`src/rtl/core/assert_macros.svh`:
```
// assertion helpers, clocked on aclk with active-low aresetn
`ifndef ASSERT_MACROS_SVH
`define ASSERT_MACROS_SVH

// checked only while out of reset
`define ASSERT_RST(name, prop, msg) \
    name: assert property (@(posedge aclk) disable iff (!aresetn) (prop)) \
        else $error(msg);

// checked at every edge
`define ASSERT_ALWAYS(name, prop, msg) \
    name: assert property (@(posedge aclk) (prop)) else $error(msg);

`endif

```
`src/rtl/core/crcf_pkg.sv`:
```
package crcf_pkg;

    localparam int TICK_COUNT_WIDTH_DEF = 16;
    localparam int QUEUE_DEPTH_DEF      = 2;

    localparam logic [15:0] CRC_POLY    = 16'h1021;
    localparam logic [7:0]  ACK_BYTE    = 8'hFF;
    localparam logic [7:0]  CLAMP_MAX   = 8'd127;
    localparam logic [7:0]  RETRIES_RST = 8'd2;
    localparam logic [15:0] TIMEOUT_RST = 16'd1000;

    localparam logic [2:0]  IDX_CRC_HI  = 3'd3;
    localparam logic [2:0]  IDX_LAST    = 3'd4;

    typedef enum logic [1:0] {
        OP_SEND  = 2'd0,
        OP_REPLY = 2'd1,
        OP_TICK  = 2'd2
    } crcf_op_t;

    typedef enum logic [1:0] {
        STATUS_ACK     = 2'd0,
        STATUS_FAIL    = 2'd1,
        STATUS_TIMEOUT = 2'd2,
        STATUS_BUSY    = 2'd3
    } crcf_status_t;

    typedef enum logic {
        CFG_MAX_RETRIES   = 1'b0,
        CFG_TIMEOUT_TICKS = 1'b1
    } crcf_cfg_idx_t;

    typedef enum logic {
        KIND_FRAME  = 1'b0,
        KIND_STATUS = 1'b1
    } crcf_kind_t;

    typedef struct packed {
        crcf_kind_t   kind;
        crcf_status_t status;
        logic [7:0]   b0;
        logic [7:0]   b1;
        logic [7:0]   b2;
    } crcf_cmd_t;

    typedef struct packed {
        logic      push;
        crcf_cmd_t cmd;
    } crcf_push_t;

    function automatic logic [15:0] crc_byte(input logic [15:0] acc, input logic [7:0] b);
        logic [15:0] c;
        c = acc ^ {b, 8'h00};
        for (int i = 0; i < 8; i++) begin
            c = c[15] ? ({c[14:0], 1'b0} ^ CRC_POLY) : {c[14:0], 1'b0};
        end
        return c;
    endfunction

endpackage

```
`src/rtl/core/crcf_front.sv`:
```
module crcf_front
    import crcf_pkg::*;
#(
    parameter int TICK_COUNT_WIDTH = TICK_COUNT_WIDTH_DEF
) (
    input  logic        aclk,
    input  logic        aresetn,
    input  logic        cfg_valid,
    input  logic        cfg_index,
    input  logic [15:0] cfg_data,
    input  logic        accept,
    input  logic [1:0]  opcode,
    input  logic [7:0]  dest_address,
    input  logic [7:0]  command_code,
    input  logic [7:0]  value,
    input  logic        clamp_value,
    input  logic [7:0]  reply_byte,
    output crcf_push_t  q_push
);

    localparam int TW    = TICK_COUNT_WIDTH;
    localparam int CMP_W = (TW > 16) ? TW : 16;

    logic [7:0]    max_retries_reg;
    logic [15:0]   timeout_reg;
    logic [7:0]    held_reg [3];
    logic [7:0]    retries_reg, retries_next;
    logic          awaiting_reg, awaiting_next;
    logic [TW-1:0] wait_reg, wait_next, wait_inc;
    logic          load_frame;
    logic [7:0]    value_clamped;
    crcf_push_t    push_next;

    assign value_clamped = (clamp_value && (value > CLAMP_MAX)) ? CLAMP_MAX : value;
    assign wait_inc      = (wait_reg == '1) ? wait_reg : wait_reg + 1'b1;

    always_comb begin
        retries_next   = retries_reg;
        awaiting_next  = awaiting_reg;
        wait_next      = wait_reg;
        load_frame     = 1'b0;
        push_next.push = 1'b0;
        push_next.cmd  = '{kind: KIND_FRAME, status: STATUS_ACK,
                           b0: held_reg[0], b1: held_reg[1], b2: held_reg[2]};
        if (accept) begin
            case (crcf_op_t'(opcode))
                OP_SEND: begin
                    push_next.push = 1'b1;
                    if (awaiting_reg) begin
                        push_next.cmd.kind   = KIND_STATUS;
                        push_next.cmd.status = STATUS_BUSY;
                    end else begin
                        load_frame        = 1'b1;
                        retries_next      = max_retries_reg;
                        awaiting_next     = 1'b1;
                        wait_next         = '0;
                        push_next.cmd.b0  = dest_address;
                        push_next.cmd.b1  = command_code;
                        push_next.cmd.b2  = value_clamped;
                    end
                end
                OP_REPLY: begin
                    if (awaiting_reg) begin
                        push_next.push = 1'b1;
                        if (reply_byte == ACK_BYTE) begin
                            awaiting_next        = 1'b0;
                            push_next.cmd.kind   = KIND_STATUS;
                            push_next.cmd.status = STATUS_ACK;
                        end else if (retries_reg != '0) begin
                            retries_next = retries_reg - 1'b1;
                            wait_next    = '0;
                        end else begin
                            awaiting_next        = 1'b0;
                            push_next.cmd.kind   = KIND_STATUS;
                            push_next.cmd.status = STATUS_FAIL;
                        end
                    end
                end
                OP_TICK: begin
                    if (awaiting_reg) begin
                        wait_next = wait_inc;
                        if (CMP_W'(wait_inc) >= CMP_W'(timeout_reg)) begin
                            awaiting_next        = 1'b0;
                            push_next.push       = 1'b1;
                            push_next.cmd.kind   = KIND_STATUS;
                            push_next.cmd.status = STATUS_TIMEOUT;
                        end
                    end
                end
                default: begin
                end
            endcase
        end
    end

    assign q_push = push_next;

    always_ff @(posedge aclk) begin
        if (!aresetn) begin
            max_retries_reg <= RETRIES_RST;
            timeout_reg     <= TIMEOUT_RST;
            retries_reg     <= '0;
            awaiting_reg    <= 1'b0;
            wait_reg        <= '0;
        end else begin
            if (cfg_valid) begin
                case (crcf_cfg_idx_t'(cfg_index))
                    CFG_MAX_RETRIES:   max_retries_reg <= cfg_data[7:0];
                    CFG_TIMEOUT_TICKS: timeout_reg     <= cfg_data;
                    default: begin
                    end
                endcase
            end
            retries_reg  <= retries_next;
            awaiting_reg <= awaiting_next;
            wait_reg     <= wait_next;
        end
    end

    always_ff @(posedge aclk) begin
        if (load_frame) begin
            held_reg[0] <= dest_address;
            held_reg[1] <= command_code;
            held_reg[2] <= value_clamped;
        end
    end

endmodule

```
`src/rtl/core/crcf_queue.sv`:
```
module crcf_queue
    import crcf_pkg::*;
#(
    parameter int DEPTH = QUEUE_DEPTH_DEF
) (
    input  logic       aclk,
    input  logic       aresetn,
    input  crcf_push_t q_push,
    input  logic       pop,
    output logic       full,
    output logic       q_valid,
    output crcf_cmd_t  q_head
);

`include "assert_macros.svh"

    localparam int PTR_W = (DEPTH > 1) ? $clog2(DEPTH) : 1;
    localparam int CNT_W = $clog2(DEPTH + 1);

    crcf_cmd_t        mem [DEPTH];
    logic [PTR_W-1:0] wr_ptr_reg, rd_ptr_reg;
    logic [CNT_W-1:0] count_reg;

    function automatic logic [PTR_W-1:0] ptr_inc(input logic [PTR_W-1:0] p);
        return (p == PTR_W'(DEPTH - 1)) ? '0 : p + 1'b1;
    endfunction

    assign full    = (count_reg == CNT_W'(DEPTH));
    assign q_valid = (count_reg != '0);
    assign q_head  = mem[rd_ptr_reg];

    always_ff @(posedge aclk) begin
        if (!aresetn) begin
            wr_ptr_reg <= '0;
            rd_ptr_reg <= '0;
            count_reg  <= '0;
        end else begin
            if (q_push.push) begin
                wr_ptr_reg <= ptr_inc(wr_ptr_reg);
            end
            if (pop) begin
                rd_ptr_reg <= ptr_inc(rd_ptr_reg);
            end
            if (q_push.push && !pop) begin
                count_reg <= count_reg + 1'b1;
            end else if (!q_push.push && pop) begin
                count_reg <= count_reg - 1'b1;
            end
        end
    end

    always_ff @(posedge aclk) begin
        if (q_push.push) begin
            mem[wr_ptr_reg] <= q_push.cmd;
        end
    end

    `ASSERT_RST(a_no_overflow, q_push.push |-> !full, "push into full queue")
    `ASSERT_RST(a_no_underflow, pop |-> q_valid, "pop from empty queue")

endmodule

```
`src/rtl/core/crcf_back.sv`:
```
module crcf_back
    import crcf_pkg::*;
(
    input  logic       aclk,
    input  logic       aresetn,
    input  logic       q_valid,
    input  crcf_cmd_t  q_head,
    output logic       pop,
    output logic       m_valid,
    input  logic       m_ready,
    output logic       m_result_kind,
    output logic [7:0] m_tx_byte,
    output logic [1:0] m_status,
    output logic       m_last
);

`include "assert_macros.svh"

    logic        m_valid_reg;
    logic        m_kind_reg;
    logic [7:0]  m_byte_reg;
    logic [1:0]  m_status_reg;
    logic        m_last_reg;
    logic [2:0]  idx_reg, idx_next;
    logic [15:0] crc_reg, crc_next;
    logic        advance;
    logic        is_last;
    logic [7:0]  byte_next;

    assign advance = q_valid && (!m_valid_reg || m_ready);
    assign is_last = (q_head.kind == KIND_STATUS) || (idx_reg == IDX_LAST);
    assign pop     = advance && is_last;

    always_comb begin
        crc_next  = crc_reg;
        byte_next = '0;
        case (idx_reg)
            3'd0: begin
                byte_next = q_head.b0;
                crc_next  = crc_byte(16'h0000, q_head.b0);
            end
            3'd1: begin
                byte_next = q_head.b1;
                crc_next  = crc_byte(crc_reg, q_head.b1);
            end
            3'd2: begin
                byte_next = q_head.b2;
                crc_next  = crc_byte(crc_reg, q_head.b2);
            end
            IDX_CRC_HI: byte_next = crc_reg[15:8];
            IDX_LAST:   byte_next = crc_reg[7:0];
            default:    byte_next = '0;
        endcase
        idx_next = is_last ? 3'd0 : idx_reg + 3'd1;
    end

    always_ff @(posedge aclk) begin
        if (!aresetn) begin
            m_valid_reg <= 1'b0;
            idx_reg     <= '0;
        end else if (advance) begin
            m_valid_reg <= 1'b1;
            idx_reg     <= idx_next;
        end else if (m_ready) begin
            m_valid_reg <= 1'b0;
        end
    end

    always_ff @(posedge aclk) begin
        if (advance) begin
            m_last_reg <= is_last;
            if (q_head.kind == KIND_STATUS) begin
                m_kind_reg   <= 1'b1;
                m_byte_reg   <= '0;
                m_status_reg <= q_head.status;
            end else begin
                m_kind_reg   <= 1'b0;
                m_byte_reg   <= byte_next;
                m_status_reg <= STATUS_ACK;
                crc_reg      <= crc_next;
            end
        end
    end

    assign m_valid       = m_valid_reg;
    assign m_result_kind = m_kind_reg;
    assign m_tx_byte     = m_byte_reg;
    assign m_status      = m_status_reg;
    assign m_last        = m_last_reg;

    `ASSERT_RST(a_status_last, m_valid_reg && m_kind_reg |-> m_last_reg,
        "status result without last")
    `ASSERT_RST(a_idx_idle, !q_valid |-> idx_reg == 3'd0, "byte index left mid-frame")

endmodule

```
`src/rtl/core/crc16_command_framer_with_retry.sv`:
```
// channel   direction  handshake                   payload
// s_        in         s_valid / s_ready           opcode, address, command, value, clamp, reply
// m_        out        m_valid / m_ready           result kind, tx byte, status, last
// cfg_      in         cfg_valid / cfg_ready       register index, write data
//
// a new send, or a retry on a non-ack reply, yields five results, one per cycle while m_ready holds;
// a busy send yields one status; the single output register of the back end paces the results
// other items yield at most one status result
// the front end stalls only when the two-entry command queue is full
// reset is synchronous and active low; no clearing pass, ready right after reset
module crc16_command_framer_with_retry
    import crcf_pkg::*;
#(
    parameter int TICK_COUNT_WIDTH = TICK_COUNT_WIDTH_DEF
) (
    input  logic        aclk,
    input  logic        aresetn,
    input  logic        s_valid,
    output logic        s_ready,
    input  logic [1:0]  s_opcode,
    input  logic [7:0]  s_dest_address,
    input  logic [7:0]  s_command_code,
    input  logic [7:0]  s_value,
    input  logic        s_clamp_value,
    input  logic [7:0]  s_reply_byte,
    output logic        m_valid,
    input  logic        m_ready,
    output logic        m_result_kind,
    output logic [7:0]  m_tx_byte,
    output logic [1:0]  m_status,
    output logic        m_last,
    input  logic        cfg_valid,
    output logic        cfg_ready,
    input  logic        cfg_index,
    input  logic [15:0] cfg_data
);

    crcf_push_t q_push;
    crcf_cmd_t  q_head;
    logic       q_full;
    logic       q_valid;
    logic       q_pop;

    assign s_ready   = !q_full;
    assign cfg_ready = 1'b1;

    crcf_front #(
        .TICK_COUNT_WIDTH(TICK_COUNT_WIDTH)
    ) u_front (
        .aclk         (aclk),
        .aresetn      (aresetn),
        .cfg_valid    (cfg_valid),
        .cfg_index    (cfg_index),
        .cfg_data     (cfg_data),
        .accept       (s_valid && s_ready),
        .opcode       (s_opcode),
        .dest_address (s_dest_address),
        .command_code (s_command_code),
        .value        (s_value),
        .clamp_value  (s_clamp_value),
        .reply_byte   (s_reply_byte),
        .q_push       (q_push)
    );

    crcf_queue #(
        .DEPTH(QUEUE_DEPTH_DEF)
    ) u_queue (
        .aclk    (aclk),
        .aresetn (aresetn),
        .q_push  (q_push),
        .pop     (q_pop),
        .full    (q_full),
        .q_valid (q_valid),
        .q_head  (q_head)
    );

    crcf_back u_back (
        .aclk          (aclk),
        .aresetn       (aresetn),
        .q_valid       (q_valid),
        .q_head        (q_head),
        .pop           (q_pop),
        .m_valid       (m_valid),
        .m_ready       (m_ready),
        .m_result_kind (m_result_kind),
        .m_tx_byte     (m_tx_byte),
        .m_status      (m_status),
        .m_last        (m_last)
    );

endmodule
```
`config.mk`:
```
export PLATFORM = sky130hd
export DESIGN_NAME = crc16_command_framer_with_retry
export DESIGN_NICKNAME = d
export VERILOG_FILES = /design/src/rtl/core/crcf_pkg.sv /design/src/rtl/core/crcf_front.sv /design/src/rtl/core/crcf_queue.sv /design/src/rtl/core/crcf_back.sv /design/src/rtl/core/crc16_command_framer_with_retry.sv
export VERILOG_INCLUDE_DIRS = /design/src /design/src/rtl/core
export SDC_FILE = /design/constraint.sdc
export NUM_CORES = 1
export LEC_CHECK = 0
export ABC_AREA = 1
export BUFFER_PORTS_ARGS = -buffer_cell sky130_fd_sc_hd__buf_2
export CAP_MARGIN = 20
export CORE_MARGIN = 2
export CORE_UTILIZATION = 35
export CTS_CLUSTER_DIAMETER = 80
export DETAILED_ROUTE_END_ITERATION = 12
export GPL_ROUTABILITY_DRIVEN = 0
export PLACE_DENSITY = 0.58
export SYNTH_ARGS = -nofsm -noshare
export SYNTH_HDL_FRONTEND = slang
export SYNTH_HIERARCHICAL = 1
export SYNTH_SLANG_ARGS = --single-unit
```
`constraint.sdc`:
```
create_clock -name aclk -period 7.65 [get_ports aclk]
set_input_delay 0.3825 -clock aclk [delete_from_list [all_inputs] [get_ports aclk]]
set_output_delay 0.3825 -clock aclk [all_outputs]
set_load 0.02 [all_outputs]
```
# Yosys cells after proc, flatten, opt, wreduce, memory -nomap -nowiden
# Memories as Yosys holds them, arrays and structs flattened. A register that Yosys moved wholly into a read port is not among the register bits.
# Cells that the tools add are included.
dict set report op_classes {
  addsub 7
  magnitude_cmp 2
  eq_ne 14
  muxes 72
  bitwise_logic 28
  n_reduce_logical 27
}
# cell count
set op_table {}
lappend op_table {{2-to-1 mux 13 bit} 24}
lappend op_table {{2-to-1 mux 16 bit} 6}
lappend op_table {{one-hot mux 16 bit (3 select lines)} 2}
lappend op_table {{inverter 3 bit} 24}
lappend op_table {{2-to-1 mux 24 bit} 2}
lappend op_table {{2-to-1 mux 8 bit} 5}
lappend op_table {{one-hot mux 8 bit (5 select lines)} 1}
lappend op_table {{bitwise XOR 16 bit} 2}
lappend op_table {{2-to-1 mux 28 bit} 1}
lappend op_table {{2-to-1 mux 1 bit} 19}
lappend op_table {{adder 16 x 1 -> 16 bit, second input constant} 1}
lappend op_table {{equality test 16 bit, second input constant} 1}
lappend op_table {{>= comparator 16 bit} 1}
lappend op_table {{one-hot mux 8 bit (2 select lines)} 1}
lappend op_table {{2-to-1 mux 3 bit} 4}
lappend op_table {{2-to-1 mux 4 bit} 3}
lappend op_table {{one-hot mux 4 bit (3 select lines)} 1}
lappend op_table {{equality test 8 bit, second input constant} 1}
lappend op_table {{> comparator 8 x 7 -> 1 bit, second input constant} 1}
lappend op_table {{nonzero test 2 bit} 4}
lappend op_table {{nonzero test 8 bit} 1}
lappend op_table {{subtractor 8 x 1 -> 8 bit, second input constant} 1}
lappend op_table {{AND reduction 7 bit} 1}
lappend op_table {{equality test 3 x 2 -> 1 bit, second input constant} 2}
lappend op_table {{22 further kinds} 41}
dict set report totals {
  reg_bits 85
  ramBits 78
  inputBits 57
  out_inout_bits 15
  n_memories 2
}
# memory depth word_bits read_ports rd_clocked_by_memory_dff wr line
set memory_table {}
lappend memory_table {u_queue.mem 2 27 1 1 1 crcf_queue.sv:20} ;# crcf_cmd_t mem [DEPTH];
lappend memory_table {u_front.held_reg 3 8 3 0 3 crcf_front.sv:26} ;# logic [7:0] held_reg [3];

# Logic depth before layout (Yosys ltp)
dict set report logic_depth {
  depth_word 18
  ltp_mapped 28
  mapped_depth_nobuf 28
}

# By module
# The synthesis kept the hierarchy.
# mod n_inst cells_per_inst area_per_inst_um2 seq_area_each_um2
set by_module_without_submodules {}
lappend by_module_without_submodules {crcf_front 1 564 4152.7 1701.6}
lappend by_module_without_submodules {crcf_back 1 388 2568.7 920.9}
lappend by_module_without_submodules {crcf_queue 1 119 2279.7 1721.7}
lappend by_module_without_submodules {crc16_command_framer_with_retry 1 5 25.0 0.0}

# Worst setup path after synthesis
# Ideal clock, no wire load.
dict set report synth_path {
  kind {register to register}
  start {register u_front.wait_reg[0]}
  end {memory u_queue/mem[0][0] (netlist name) (enable)}
  setup_time_ps 411
  arrival_ps 3523
  required_time_ps 7239
  setup_slack_ps 3716
  path_stages_with_launch 24
  path_cell_list {dfxtp_1 > ha_1 > nand2_1 > nor2_2 > nand2_2 > nor2_4 > nand3b_1 > nor2_1 > inv_1 > nand3_1 > and2_1 > ha_1 > nand2_1 > inv_1 > nand2_1 > nor2_1 > nor2_1 > nand2_1 > nand2_1 > nand2_1 > nand3_1 > a31oi_1 > inv_1 > nor2_1}
}
# item line
set synth_lines {}
lappend synth_lines {{from (decl)} crcf_front.sv:29} ;# logic [TW-1:0] wait_reg, wait_next, wait_inc;
lappend synth_lines {{from (signal assigned)} crcf_front.sv:116} ;# wait_reg <= wait_next;
lappend synth_lines {{to (decl)} crcf_queue.sv:20}

==> impl_metrics.yaml <==
floorplanning:
  ios: 72
  dieHeight_um: 165
  num_rows: 58
  core_um2: 25300
  start_util_pct: 35.7
  die_w_um: 165
  die_area_um2: 27100
hold_path:
  worstHoldStart: "s_dest_address[1]"
  worstHoldPathType: "in -> reg"
detailed_routing:
  num_vias: 7136
  drtIter0Drc: 546
  routed_via_density: 4.80
  wl_per_cell_um: 14.1
  drt-pass1-iter-count: 5
  wirelength_mm: 20.9
  drc_errors: 0
  drtAntennaViolNets: 0
place:
  postPlaceCellArea_um2: 9680
  dp_hpwl_mm: 15.0
  placed_cells: 1455
  portBuffers: 70
setup_path:
  endpoint_kind: "flip-flop"
  path_class: "reg -> reg"
  crit-reg2reg-launch: "u_front/wait_reg[0]$_SDFFE_PN0P_"
  crit_arrival_ns: 3.97
  crit_fanout: 15
  required_ns: 7.79
  cp-start-kind: "flip-flop"
  crit_start: "u_front/wait_reg[0]$_SDFFE_PN0P_"
clocking:
  path_clk_slew_ns: 0.07
  cts_resized: 0
  post_cts_buffers: 0
  insertion_delay_ns: 0.44
  cts_max_path_buffers: 2
  cts_tree: "yes"
  htree_levels: 4
  clkSinkCount: 164
  root_buffer: "clkbuf_16"
  cts_buffers: 17
  ctsHoldBuffers: 0
global_routing:
  grt_pass1_vias: 6465
  grt_pass1_wl_mm: 33.3
  grt-ovfl-total: 0
  grt_usage_pct: 15.9
  antenna_found_initial: 0
  grt_max_degree: 57
synth:
  netlist-cell-type-count: 46
  synthesis.nets: 1161
  ys_seq_elements: 164
  avgSynthCellArea_um2: 8.39
  synth_area_um2: 9030
  yosys_warnings: 6
  synthCells: 1076
  yosysSeqAreaShare_pct: 48.1
power_and_ir_drop:
  p_leak_nw: 4.51
  powerDensity_nw_per_um2: 258
  vdd_drop_max_mv: 0.133
sta:
  tightest_slew_ns: 1.03
  relSlewSlack_pct: 31.4
  finalHoldViolCount: 0
  rsz0062_at_grt: "no"
  tns_ns: 0
  fin_skew_ns: 0.0127
  finalCritPeriodShare_pct: 50.1
  setup_viol: 0
  post-route-min-period_ns: 3.83
  fmax_mhz: 261
  finalMaxSlewViolations: 0
layout:
  drive_gt1_share_pct: 16.2
  num-nets-final: 1230
  final_cells: 1488
  areaGrowthSynthToFinish_pct: 14.1
  fin_area_um2: 10300
  largest_reg_flops: 54
  antenna_cells: 0
flow_run:
  maxCapViolCount: 0
outcome:
  status: "complete, no violations"
==> final cells by class <==
cell class / instances / area, um^2
repair buffers: 74 / 400
fillers: 2578 / 15000
multi-input cells: 748 / 4020
clock buffers: 18 / 429
inverters: 140 / 528
clock inverters: 14 / 163
well taps: 330 / 413
flip-flops and latches: 164 / 4340
==> placed cells by master (no fill, tap or decap), types with 8 or more instances in the layout <==
master,count
edfxtp_1,106
inv_1,132
a31oi_1,8
nand3_1,87
nor2_1,79
ha_1,28
nand2_2,15
dfxtp_1,58
o21ai_0,42
o22ai_1,9
a21oi_2,11
clkbuf_16,17
a21oi_1,43
nand4_1,9
buf_2,70
nand2_1,322
xnor2_1,9
mux2_4,20
==> stage by stage <==
stage	worst slack [ns]	util, %	total power, W	hold slack (ns)
global placement	3.68	38.3	0.00179	0.443
global route	3.42	40.8	0.00279	0.118
detailed placement	3.60	38.3	0.00179	0.449
finish	3.82	40.8	0.00266	0.135
floorplan	3.72	-	0.00161	0.425
CTS	3.56	40.7	0.00268	0.124
==> synth_stat cells, drive strengths merged <==
library cell | count | area [um^2]
a21oi | 54 | 312
o221ai | 3 | 26.3
nand2 | 341 | 1350
o2111ai | 1 | 15.0
a22oi | 1 | 7.51
clkbuf | 15 | 56.3
conb | 1 | 3.75
nand3b | 3 | 22.5
o211ai | 6 | 45.0
a31oi | 8 | 50.1
clkinv | 2 | 7.51
or2 | 4 | 25.0
xnor2 | 9 | 78.8
nand4 | 10 | 77.6
o21bai | 1 | 7.51
nor3 | 5 | 30.0
nand3 | 87 | 435
xor2 | 6 | 52.6
buf | 9 | 101
a211oi | 5 | 37.5
dfxtp | 58 | 1160
edfxtp | 106 | 3180
mux2 | 27 | 379
o22ai | 9 | 56.3
inv | 138 | 521
o21ai | 46 | 238
nor2 | 89 | 372
and2 | 4 | 27.5
ha | 28 | 350
==> critical path, stage by stage (launching register included) <==
cell and delay (ns):
dfxtp_1 0.40, ha_1 0.19, nand2_1 0.08, nor2_2 0.16, nand2_2 0.11, nor2_4 0.12
nand3b_1 0.13, nor2_1 0.15, inv_1 0.08, nand3_1 0.08, and2_1 0.14, ha_1 0.14
nand2_1 0.05, inv_1 0.04, nand2_1 0.06, nor2_1 0.10, nor2_1 0.04, nand2_1 0.08
nand2_1 0.06, nand2_1 0.08, nand3_1 0.09, a31oi_1 0.32, nand2_1 0.12, inv_1 0.48
buf_16 0.23
==> power breakdown <==
part	leakage [nW]	internal [W]	total (W)	switching [W]
registers	1.45	0.00105	0.00110	0.0000428
clock network	0.291	0.000492	0.000878	0.000386
logic	2.77	0.000225	0.000683	0.000458
total	4.51	0.00177	0.00266	0.000887
==> final timing paths <==
| check | slack [ns] | to | depth (start not counted) |
|---|---|---|---|
| setup / recovery | 3.82 | u_queue/mem[1][6]$_DFFE_PP_ | 24 |
| hold / removal | 0.13 | u_front/held_reg[0][1]$_DFFE_PP_ | 1 |
| setup reg to reg | 3.82 | u_queue/mem[1][6]$_DFFE_PP_ | 24 |
| hold reg to reg | 0.46 | u_front/max_retries_reg[5]$_SDFFE_PN0P_ | 2 |
==> layer usage <==
metal | vias up | track usage, % | part of all wire, %
met5 | - | 0 | 0
met4 | 0 | 6.01 | 1.7
met3 | 25 | 2.84 | 5.7
met2 | 202 | 23.9 | 43
met1 | 3230 | 22.7 | 49
li1 | 3679 | - | -
==> cells by family after synthesis <==
family	count (synthesis)	share of synthesized area [%]
AOI/OAI and AO/OA	134	8.80
xor gates and xnor gates	15	1.46
muxes	27	4.20
adders and majority gates	28	3.88
buffers and inverters	164	7.60
and+or+nand+nor	543	25.9
DFF	164	48.1
other	1	0.0415
Power figures use the tool's default switching activity.
